## config.mk

```make
export PLATFORM = sky130hd
export DESIGN_NAME = utf8_cyrillic_to_koi8r_core
export DESIGN_NICKNAME = d
export VERILOG_FILES = /design/src/rtl/core/u8k_pkg.sv /design/src/rtl/core/u8k_decode.sv /design/src/rtl/core/utf8_cyrillic_to_koi8r_core.sv
export SDC_FILE = /design/constraint.sdc
export NUM_CORES = 1
export LEC_CHECK = 0
export ABC_AREA = 0
export BUFFER_PORTS_ARGS = -buffer_cell sky130_fd_sc_hd__clkbuf_2
export CORE_MARGIN = 2
export CORE_UTILIZATION = 52
export CTS_BUF_LIST = sky130_fd_sc_hd__clkbuf_4 sky130_fd_sc_hd__clkbuf_8
export CTS_CLUSTER_DIAMETER = 40
export DETAILED_ROUTE_END_ITERATION = 10
export PLACE_DENSITY = 0.74
export RECOVER_POWER = 25
export SYNTH_ARGS = -nofsm -noshare
export SYNTH_HDL_FRONTEND = slang
export SYNTH_HIERARCHICAL = 1
export SYNTH_SLANG_ARGS = --single-unit
```

## constraint.sdc

```tcl
create_clock -name clk -period 3.7 [get_ports clk]
set_input_delay 0.185 -clock clk [delete_from_list [all_inputs] [get_ports clk]]
set_output_delay 0.185 -clock clk [all_outputs]
set_load 0.1 [all_outputs]
```

## src/rtl/core/u8k_pkg.sv

```systemverilog
// u8k_pkg: word types, decoder state and the cyrillic letter table for the
// utf-8 to koi8-r transcoder; no dependencies
`timescale 1ns / 1ps
`default_nettype none
package u8k_pkg;

	localparam logic [7:0] LEAD_D0   = 8'hD0;
	localparam logic [7:0] LEAD_D1   = 8'hD1;
	localparam logic [7:0] KOI_YO_UC = 8'hB3;
	localparam logic [7:0] KOI_YO_LC = 8'hA3;
	localparam logic [5:0] LOW_YO_UC = 6'h01;
	localparam logic [5:0] LOW_YO_LC = 6'h11;

	typedef enum logic [1:0] {
		KIND_NONE = 2'd0,
		KIND_D0   = 2'd1,
		KIND_D1   = 2'd2
	} kind_t;

	typedef struct packed {
		logic [7:0] in_byte;
		logic       last_of_text;
	} in_word_t;

	typedef struct packed {
		logic       char_valid;
		logic [7:0] out_char;
		logic       text_end;
	} out_word_t;

	typedef struct packed {
		kind_t      kind;
		logic [1:0] skip;
	} dec_state_t;

	// koi8-r codes for u+0410 .. u+044f
	function automatic logic [7:0] cyr_koi8(input logic [5:0] idx);
		logic [7:0] code;
		case (idx)
			6'd0:  code = 8'hE1; 6'd1:  code = 8'hE2; 6'd2:  code = 8'hF7; 6'd3:  code = 8'hE7;
			6'd4:  code = 8'hE4; 6'd5:  code = 8'hE5; 6'd6:  code = 8'hF6; 6'd7:  code = 8'hFA;
			6'd8:  code = 8'hE9; 6'd9:  code = 8'hEA; 6'd10: code = 8'hEB; 6'd11: code = 8'hEC;
			6'd12: code = 8'hED; 6'd13: code = 8'hEE; 6'd14: code = 8'hEF; 6'd15: code = 8'hF0;
			6'd16: code = 8'hF2; 6'd17: code = 8'hF3; 6'd18: code = 8'hF4; 6'd19: code = 8'hF5;
			6'd20: code = 8'hE6; 6'd21: code = 8'hE8; 6'd22: code = 8'hE3; 6'd23: code = 8'hFE;
			6'd24: code = 8'hFB; 6'd25: code = 8'hFD; 6'd26: code = 8'hFF; 6'd27: code = 8'hF9;
			6'd28: code = 8'hF8; 6'd29: code = 8'hFC; 6'd30: code = 8'hE0; 6'd31: code = 8'hF1;
			6'd32: code = 8'hC1; 6'd33: code = 8'hC2; 6'd34: code = 8'hD7; 6'd35: code = 8'hC7;
			6'd36: code = 8'hC4; 6'd37: code = 8'hC5; 6'd38: code = 8'hD6; 6'd39: code = 8'hDA;
			6'd40: code = 8'hC9; 6'd41: code = 8'hCA; 6'd42: code = 8'hCB; 6'd43: code = 8'hCC;
			6'd44: code = 8'hCD; 6'd45: code = 8'hCE; 6'd46: code = 8'hCF; 6'd47: code = 8'hD0;
			6'd48: code = 8'hD2; 6'd49: code = 8'hD3; 6'd50: code = 8'hD4; 6'd51: code = 8'hD5;
			6'd52: code = 8'hC6; 6'd53: code = 8'hC8; 6'd54: code = 8'hC3; 6'd55: code = 8'hDE;
			6'd56: code = 8'hDB; 6'd57: code = 8'hDD; 6'd58: code = 8'hDF; 6'd59: code = 8'hD9;
			6'd60: code = 8'hD8; 6'd61: code = 8'hDC; 6'd62: code = 8'hC0; 6'd63: code = 8'hD1;
			default: code = 8'h00;
		endcase
		return code;
	endfunction

endpackage
`default_nettype wire

```

## src/rtl/core/u8k_decode.sv

```systemverilog
// u8k_decode: one-byte decode step, combinational
// depends on u8k_pkg for word types, state type and the letter table
`timescale 1ns / 1ps
`default_nettype none
module u8k_decode (
	input  var u8k_pkg::dec_state_t state,
	input  var u8k_pkg::in_word_t   word,
	output u8k_pkg::dec_state_t     state_nxt,
	output u8k_pkg::out_word_t      result
);

	logic [7:0] b;
	logic [5:0] low;
	logic       valid;
	logic [7:0] ch;
	u8k_pkg::dec_state_t nxt;

	assign b   = word.in_byte;
	assign low = b[5:0];

	always_comb begin
		valid = 1'b0;
		ch    = 8'h00;
		nxt   = state;
		case (state.kind)
			u8k_pkg::KIND_D0: begin
				// code point 0x0400 | low
				if (low == u8k_pkg::LOW_YO_UC) begin
					valid = 1'b1;
					ch    = u8k_pkg::KOI_YO_UC;
				end else if (low[5:4] != 2'b00) begin
					valid = 1'b1;
					ch    = u8k_pkg::cyr_koi8(low - 6'h10);
				end
				nxt.kind = u8k_pkg::KIND_NONE;
			end
			u8k_pkg::KIND_D1: begin
				// code point 0x0440 | low
				if (low == u8k_pkg::LOW_YO_LC) begin
					valid = 1'b1;
					ch    = u8k_pkg::KOI_YO_LC;
				end else if (low[5:4] == 2'b00) begin
					valid = 1'b1;
					ch    = u8k_pkg::cyr_koi8(low + 6'h30);
				end
				nxt.kind = u8k_pkg::KIND_NONE;
			end
			default: begin
				if (state.skip != 2'd0) begin
					nxt.skip = state.skip - 2'd1;
				end else begin
					nxt.kind = u8k_pkg::KIND_NONE;
					if (b[7] == 1'b0) begin
						valid = 1'b1;
						ch    = b;
					end else if (b == u8k_pkg::LEAD_D0) begin
						nxt.kind = u8k_pkg::KIND_D0;
					end else if (b == u8k_pkg::LEAD_D1) begin
						nxt.kind = u8k_pkg::KIND_D1;
					end else if (b inside {[8'hC0:8'hDF]}) begin
						nxt.skip = 2'd1;
					end else if (b inside {[8'hE0:8'hEF]}) begin
						nxt.skip = 2'd2;
					end else if (b inside {[8'hF0:8'hF7]}) begin
						nxt.skip = 2'd3;
					end
				end
			end
		endcase
		// end of text drops whatever is pending
		if (word.last_of_text) begin
			nxt.kind = u8k_pkg::KIND_NONE;
			nxt.skip = 2'd0;
		end
	end

	assign state_nxt         = nxt;
	assign result.char_valid = valid;
	assign result.out_char   = valid ? ch : 8'h00;
	assign result.text_end   = word.last_of_text;

endmodule
`default_nettype wire

```

## src/rtl/core/utf8_cyrillic_to_koi8r_core.sv

```systemverilog
// utf8_cyrillic_to_koi8r_core: top level, input register, decode step, result register
// depends on u8k_pkg and u8k_decode
`timescale 1ns / 1ps
`default_nettype none
// Transcodes a stream of utf-8 bytes, one byte per src word, into koi8-r.
// Every src word yields exactly one dst word: char_valid marks a produced
// byte in out_char (zero otherwise) and text_end copies last_of_text. ascii
// passes through, 0xd0/0xd1 leads plus the next byte give cyrillic letters
// (including yo), other multi-byte sequences and stray bytes produce no
// character. A word with last_of_text drops any pending sequence. Rate: one
// word per clock sustained while dst_ready is high; a taken src word goes
// through the input register and then the result register, where dst_valid
// marks it. These two registers sit around the combinational decode step,
// whose state (pending lead, skip count) is updated as a word moves on.
// Both registers advance under dst_ready, so a stalled result still lets
// one more word be taken into an empty input stage.
module utf8_cyrillic_to_koi8r_core (
	input  var logic               clk,
	input  var logic               arst_n,
	input  var logic               src_valid,
	output logic                   src_ready,
	input  var u8k_pkg::in_word_t  src_word,
	output logic                   dst_valid,
	input  var logic               dst_ready,
	output u8k_pkg::out_word_t     dst_word
);

	// input stage
	logic                valid_s1;
	u8k_pkg::in_word_t   word_s1;
	// result stage
	logic                valid_s2;
	u8k_pkg::out_word_t  word_s2;
	// decoder state, updated when a word moves from s1 to s2
	u8k_pkg::dec_state_t state_q;
	u8k_pkg::dec_state_t state_nxt;
	u8k_pkg::out_word_t  result;

	logic adv_s2;
	logic adv_s1;

	// result register can take a word when empty or being drained
	assign adv_s2    = !valid_s2 || dst_ready;
	// input register can take a word when empty or passing its word on
	assign adv_s1    = !valid_s1 || adv_s2;
	assign src_ready = adv_s1;

	u8k_decode u_decode (
		.state     (state_q),
		.word      (word_s1),
		.state_nxt (state_nxt),
		.result    (result)
	);

	always_ff @(posedge clk or negedge arst_n) begin
		if (!arst_n) begin
			valid_s1 <= 1'b0;
			valid_s2 <= 1'b0;
			state_q  <= '{kind: u8k_pkg::KIND_NONE, skip: 2'd0};
		end else begin
			if (adv_s1) begin
				valid_s1 <= src_valid;
			end
			if (adv_s2) begin
				valid_s2 <= valid_s1;
				if (valid_s1) begin
					state_q <= state_nxt;
				end
			end
		end
	end

	// payload registers, no reset
	always_ff @(posedge clk) begin
		if (adv_s1 && src_valid) begin
			word_s1 <= src_word;
		end
		if (adv_s2 && valid_s1) begin
			word_s2 <= result;
		end
	end

	assign dst_valid = valid_s2;
	assign dst_word  = word_s2;

	// end of text leaves the decoder idle
	a_text_end_clears: assert property (@(posedge clk) disable iff (!arst_n)
		(valid_s1 && adv_s2 && word_s1.last_of_text) |=>
		(state_q.kind == u8k_pkg::KIND_NONE && state_q.skip == 2'd0))
		else $error("decoder state not cleared after end of text");

	// a skip count and a pending lead never coexist
	a_skip_excl: assert property (@(posedge clk) disable iff (!arst_n)
		(state_q.skip != 2'd0) |-> (state_q.kind == u8k_pkg::KIND_NONE))
		else $error("skip count with pending lead");

	// no produced byte means a zero character
	a_char_zero: assert property (@(posedge clk) disable iff (!arst_n)
		(dst_valid && !dst_word.char_valid) |-> (dst_word.out_char == 8'h00))
		else $error("out_char nonzero without char_valid");

	// a word in s1 that cannot move stays there
	a_s1_hold: assert property (@(posedge clk) disable iff (!arst_n)
		(valid_s1 && !adv_s2) |=> (valid_s1 && $stable(word_s1)))
		else $error("input stage lost a word under stall");

endmodule
`default_nettype wire
```

# Word level (Yosys, flattened, before mapping)
# Memories as Yosys holds them, arrays and structs flattened.
# Index checks and enable logic that the tools add are counted.
dict set report totals {
  regBits 25
  mem_bits_ro 768
  input_bits 13
  out_inout_bits 12
  wordCells 74
  mem_count 2
}
dict set report classes {
  addsub 3
  magnitude_cmp 6
  eq_ne 10
  mux 27
  reduce_logical 17
}
# name depth width read_ports rd_ports_with_merged_regs write_ports line
set memory_table {}
lappend memory_table {{(name not given)} 64 6 1 0 0 u8k_pkg.sv:39} ;# case (idx)
lappend memory_table {{(name not given)} 64 6 1 0 0 u8k_pkg.sv:39}
# operator n
set ops {}
lappend ops {{8-bit two-way mux} 5}
lappend ops {{8-bit greater-or-equal comparator (second input constant)} 3}
lappend ops {{8-bit <= comparator (second input constant)} 3}
lappend ops {{2-bit two-way mux} 11}
lappend ops {{8-bit == test (second input constant)} 2}
lappend ops {{8-bit one-hot mux with 2 select lines} 1}
lappend ops {{4-bit two-way mux} 2}
lappend ops {{7-bit two-way mux} 1}
lappend ops {{7-bit AND reduction} 1}
lappend ops {{6-bit adder (second input constant)} 1}
lappend ops {{6-bit by 1-bit == test with 1-bit output (second input constant)} 1}
lappend ops {{6-bit by 5-bit == test with 1-bit output (second input constant)} 1}
lappend ops {{1-bit two-way mux} 6}
lappend ops {{3-bit by 2-bit != test with 1-bit output (second input constant)} 2}
lappend ops {{6-bit by 5-bit subtractor with 6-bit output (second input constant)} 1}
lappend ops {{1-bit logical AND} 5}
lappend ops {{5-bit nonzero test} 1}
lappend ops {{2-bit nonzero test} 2}
lappend ops {{3-bit != test (second input constant)} 1}
lappend ops {{3-bit AND reduction} 1}
lappend ops {{3-bit nonzero test} 1}
lappend ops {{2-bit by 1-bit == test with 1-bit output (second input constant)} 1}
lappend ops {{2-bit == test (second input constant)} 1}
lappend ops {{1-bit logical NOT} 2}
lappend ops {{6 further kinds} 7}

# Logic depth before layout (Yosys ltp)
dict set report logic_depth {
  depth_word 11
  ltp_mapped 8
  mapped_depth_nobuf 7
}

# Modules after synthesis
# Netlist, hierarchy kept.
# module n_inst cells_each area_each_um2 seq_area_each_um2
set modules_own_cells {}
lappend modules_own_cells {u8k_decode 1 126 863.3 0.0}
lappend modules_own_cells {utf8_cyrillic_to_koi8r_core 1 36 837.1 720.7}

# Worst setup path after synthesis
# OpenSTA, ideal clock, no wires.
dict set report synth_path {
  path_type {register -> register}
  startpoint {reg valid_s2 (netlist: dst_valid)}
  endpoint {reg word_s1[0] (netlist bit) (enable)}
  setup_ns 0.287
  arrival_ns 2.589
  required_ns 3.413
  slack_ns 0.824
  stages_incl_launch_ff 3
  path_buffers 0
  period_less_slack_ns 2.876
  path_cell_list {dfrtp_1 nand3b_1 and2_1}
}
dict set report synth_via {
  elab_chain_cells 4
}
# item line
set synth_rtl {}
lappend synth_rtl {{start, declared} utf8_cyrillic_to_koi8r_core.sv:32} ;# logic valid_s2;
lappend synth_rtl {{start signal, assigned} utf8_cyrillic_to_koi8r_core.sv:65} ;# valid_s2 <= valid_s1;
lappend synth_rtl {{1-bit logical NOT} utf8_cyrillic_to_koi8r_core.sv:43} ;# assign adv_s2 = !valid_s2 || dst_ready;
lappend synth_rtl {{1-bit logical OR} utf8_cyrillic_to_koi8r_core.sv:43}
lappend synth_rtl {{1-bit logical OR} utf8_cyrillic_to_koi8r_core.sv:45} ;# assign adv_s1 = !valid_s1 || adv_s2;
lappend synth_rtl {{net src_ready} utf8_cyrillic_to_koi8r_core.sv:21} ;# output logic src_ready,
lappend synth_rtl {{1-bit logical AND} utf8_cyrillic_to_koi8r_core.sv:75} ;# if (adv_s1 && src_valid) begin
lappend synth_rtl {{end signal, assigned} utf8_cyrillic_to_koi8r_core.sv:76} ;# word_s1 <= src_word;
lappend synth_rtl {{end, declared} utf8_cyrillic_to_koi8r_core.sv:30} ;# u8k_pkg::in_word_t word_s1;
# The timed path passes the listed nets, and every way through them passes these cells.
# A chain may end at the register's enable or synchronous reset.

# Worst setup path after layout
dict set report layout_path {
  startpoint {reg word_s1[2] (netlist bit)}
  endpoint {reg word_s2, in the netlist dst_word[4], data pin}
}
dict set report layout_via {
  elab_chain_cells 5
  word_cells_on_any_way 14
  cone_classes {add/sub (2); eq/ne (2); mux (8); memory (2)}
}
# item line
set layout_rtl {}
lappend layout_rtl {{6-bit adder or 6-bit by 5-bit subtractor with 6-bit output (tied branches)} {u8k_decode.sv:44, u8k_decode.sv:33}}
lappend layout_rtl {{memory read 64 x 6 bit} --}
lappend layout_rtl {{8-bit two-way mux (on tied branches)} {u8k_decode.sv:42, u8k_decode.sv:31}}
lappend layout_rtl {{8-bit two-way mux (on tied branches)} {u8k_decode.sv:39, u8k_decode.sv:28}}
lappend layout_rtl {{8-bit one-hot mux with 2 select lines} u8k_decode.sv:25} ;# case (state.kind)
lappend layout_rtl {{end signal, assigned} utf8_cyrillic_to_koi8r_core.sv:79} ;# word_s2 <= result;
lappend layout_rtl {{end, declared} utf8_cyrillic_to_koi8r_core.sv:33} ;# u8k_pkg::out_word_t word_s2;
# Parallel ways exist; a longest one is shown, timed or not.

==> metrics.txt <==
Worst setup SP type=flip-flop; status=completed; Max clock buf depth=2; Pre-antenna DRT Iters=4; initial antenna violation count=0; RSZ-0062 raised after global routing=no; CTS tree=built; max_cap viols=0; Async S/R FF share, synth=about a quarter; sequential power share=between 50 and 60%; port bufs=24; Final Power=659 µW; H-tree Lvls=1; met2 usage=slightly above 30%; total track usage=between 10% and 20%; worst hold path class=input port to flip-flop; Primary FF master, synth=edfxtp_1; worst skew pair latency=approximately 320 ps; die area=roughly 3700 µm²; distinct cell type count after synthesis=57; # DRC=0; fin crit share=59.6%; minimum clock period=roughly 2200 ps; Syn Inst Count=about 160; n_diodes=0; layout cells sized above 1=a little under a quarter; Lkg Pwr=~0.76 nW; post-synthesis sequential area ratio=a little over two fifths; commonest non-fill, non-tap cell in the layout=clkbuf_2; top cells by area, synth=edfxtp_1 34%, dfrtp_1 8.8%, ha_1 7.4%, mux2_4 3.5%, a21oi_1 3.2%; switching power total=between 200 and 250 µW; Yosys Warn Count=6; Rows=20; nets=about 200; VDD IR-drop max=around 0.00023 V; vias in the first global route=roughly 1100; clock tree sinks=25; final wirelength=between 3000 and 4000 µm; Yosys top cell area share=between 30% and 40%; Num CTS Buffers=3; Post-Synthesis Cell Area=1700 µm²; Post-DRT Antenna Nets=0; Worst Setup End Kind=flip-flop; Reg clk slew, reported paths=roughly 130 ps; dpl hpwl=about 2300 µm; core area=3080 µm²; Seq cells post-synth=25; Final Hold Fails=0; commonest cells after routing, fill and taps aside=23 x clkbuf_2, 19 x edfxtp_1, 12 x nand2_1; met3 Usage GRT=under 10%; Pwr Density=357 nW/µm²; clock share of power=around a fifth; crit path kind=flip-flop to flip-flop; global route total overflow=0; critical path arrival=between 2000 and 2500 ps; combinational share of power=26.9%; Slew Limit Fails=0; Max Freq=453 MHz; Worst Tran Pin Value=about 700 ps; Die Ht=slightly above 60 µm; critical path peak fanout=10; largest net degree at the start of global routing=25; dominant cell type by area after synthesis=edfxtp_1; clk_skew=around 3 ps; setup violators final=0; WL per Instance=13.8 µm; Via Count=1268; Initial Util=roughly 55%; Syn Area/Cell=10.5 µm²; switching power share of the total=35.8%; GRT Max-Usage Layer=met2; M1 GR Usage=around a quarter; RePlAce Congestion=~0.89; Worst EP required=around 3800 ps; number of flops mapped to enable cells by yosys=19; post-CTS setup buffer count=0; syn_nets=185; relative slew slack=53.6%; Layout area overhead=8.76%; clock tree root driver cell=clkbuf_4; global-route wire length before repair=~5100 µm; Vias per Instance=~5.7; DR iter-0 viols=31; I/O pins=25; Int Pwr=approximately 420 µW; TNS Setup=0 ps; Die X=slightly above 60 µm
[logic make-up (layout without fill, tap and decap cells)]
family / count (synthesis) / count (layout) / synth area share, %
and+or+nand+nor: 50 / 50 / 18.0
muxes: 8 / 8 / 6.03
buffers and inverters: 20 / 38 / 5.81
DFF: 25 / 25 / 42.4
AOI/OAI and AO/OA: 49 / 49 / 20.4
adders and majority gates: 10 / 10 / 7.36
[sequential cells by signal (all words and copies together), names as in the netlist]
name	cells
word_s1	9
dst_word	10
valid_s1	1
state_q	4
dst_valid	1
[through the flow]
| step | hold WS, ps | worst slack [ps] | cell area [µm²] | utilization, % | cells |
|---|---|---|---|---|---|
| 3_3_place_gp | 12.1 | 1630 | 1810 | 58.8 | 219 |
| 6_report | 22.3 | 1490 | 1850 | 60.1 | 224 |
| 2_1_floorplan | -111 | 824 | 1700 | - | 162 |
| 5_1_grt | 15.8 | 1380 | 1850 | 60.1 | 224 |
| 3_5_place_dp | 19.2 | 1530 | 1810 | 58.8 | 219 |
| 4_1_cts | 21.6 | 1500 | 1850 | 60.1 | 224 |
[area by class of cell]
class                           count  area, µm²
Sequential cell                    25        721
Timing Repair Buffer               25        129
Fill cell                         252       1230
Clock buffer                        4       30.0
Inverter                            9       33.8
Tap cell                           44       55.1
Multi-Input combinational cell    117        881
[Yosys cell counts, drive strengths merged (2+ instances only)]
master and n:
a21boi 2, a31oi 3, dfrtp 6, a2111oi 2, mux2i 2, nor2b 2, clkbuf 3, and2 4
a21oi 13, nand2b 6, nor2 9, a211o 2, ha 10, inv 9, nor3b 2, a311oi 2
o211ai 2, o21ai 11, a32oi 2, o31ai 2, edfxtp 19, mux2 6, nand3 2, nand2 14
buf 8
[repair_timing]
action / CTS / global route
hold buffers: 1 / 0
resized for setup: 0 / 0
endpoints found under the hold margin: 6 / 0
[layer usage]
layer | routed length, µm | up-vias
li1 | - | 633
met1 | 1410 | 573
met2 | 1450 | 53
met3 | 176 | 9
met4 | 66 | 0
met5 | 0 | -
[critical path, stage by stage, from the launching register on]
cell and delay (ps):
edfxtp_1 550, inv_1 180, ha_1 260, or3b_4 440
o21ai_4 110, nand2_4 90, a2111oi_2 380
[final timing paths]
| path | from | slack (ps) | end | depth (start not counted) |
|---|---|---|---|---|
| min reg2reg | word_s1[0] | 570 | dst_word[0] | 0 |
| min | src_word[0] | 20 | word_s1[0] | 1 |
| max reg2reg | word_s1[2] | 1490 | dst_word[4] | 6 |
| min in group asynchronous | arst_n | 240 | state_q[2] | 2 |
| max | word_s1[2] | 1490 | dst_word[4] | 6 |
| max in group asynchronous | arst_n | 3220 | state_q[0] | 2 |
[power groups by stage]
| stage | clock network [mW] | logic, mW | registers, mW |
|---|---|---|---|
| 2_1_floorplan | 0 | 0.0870 | 0.421 |
| 3_3_place_gp | 0 | 0.174 | 0.358 |
| 3_5_place_dp | 0 | 0.176 | 0.359 |
| 4_1_cts | 0.131 | 0.177 | 0.353 |
| 5_1_grt | 0.141 | 0.189 | 0.358 |
| 6_report | 0.129 | 0.177 | 0.353 |
Note: power is estimated with default switching activity, not from simulation.
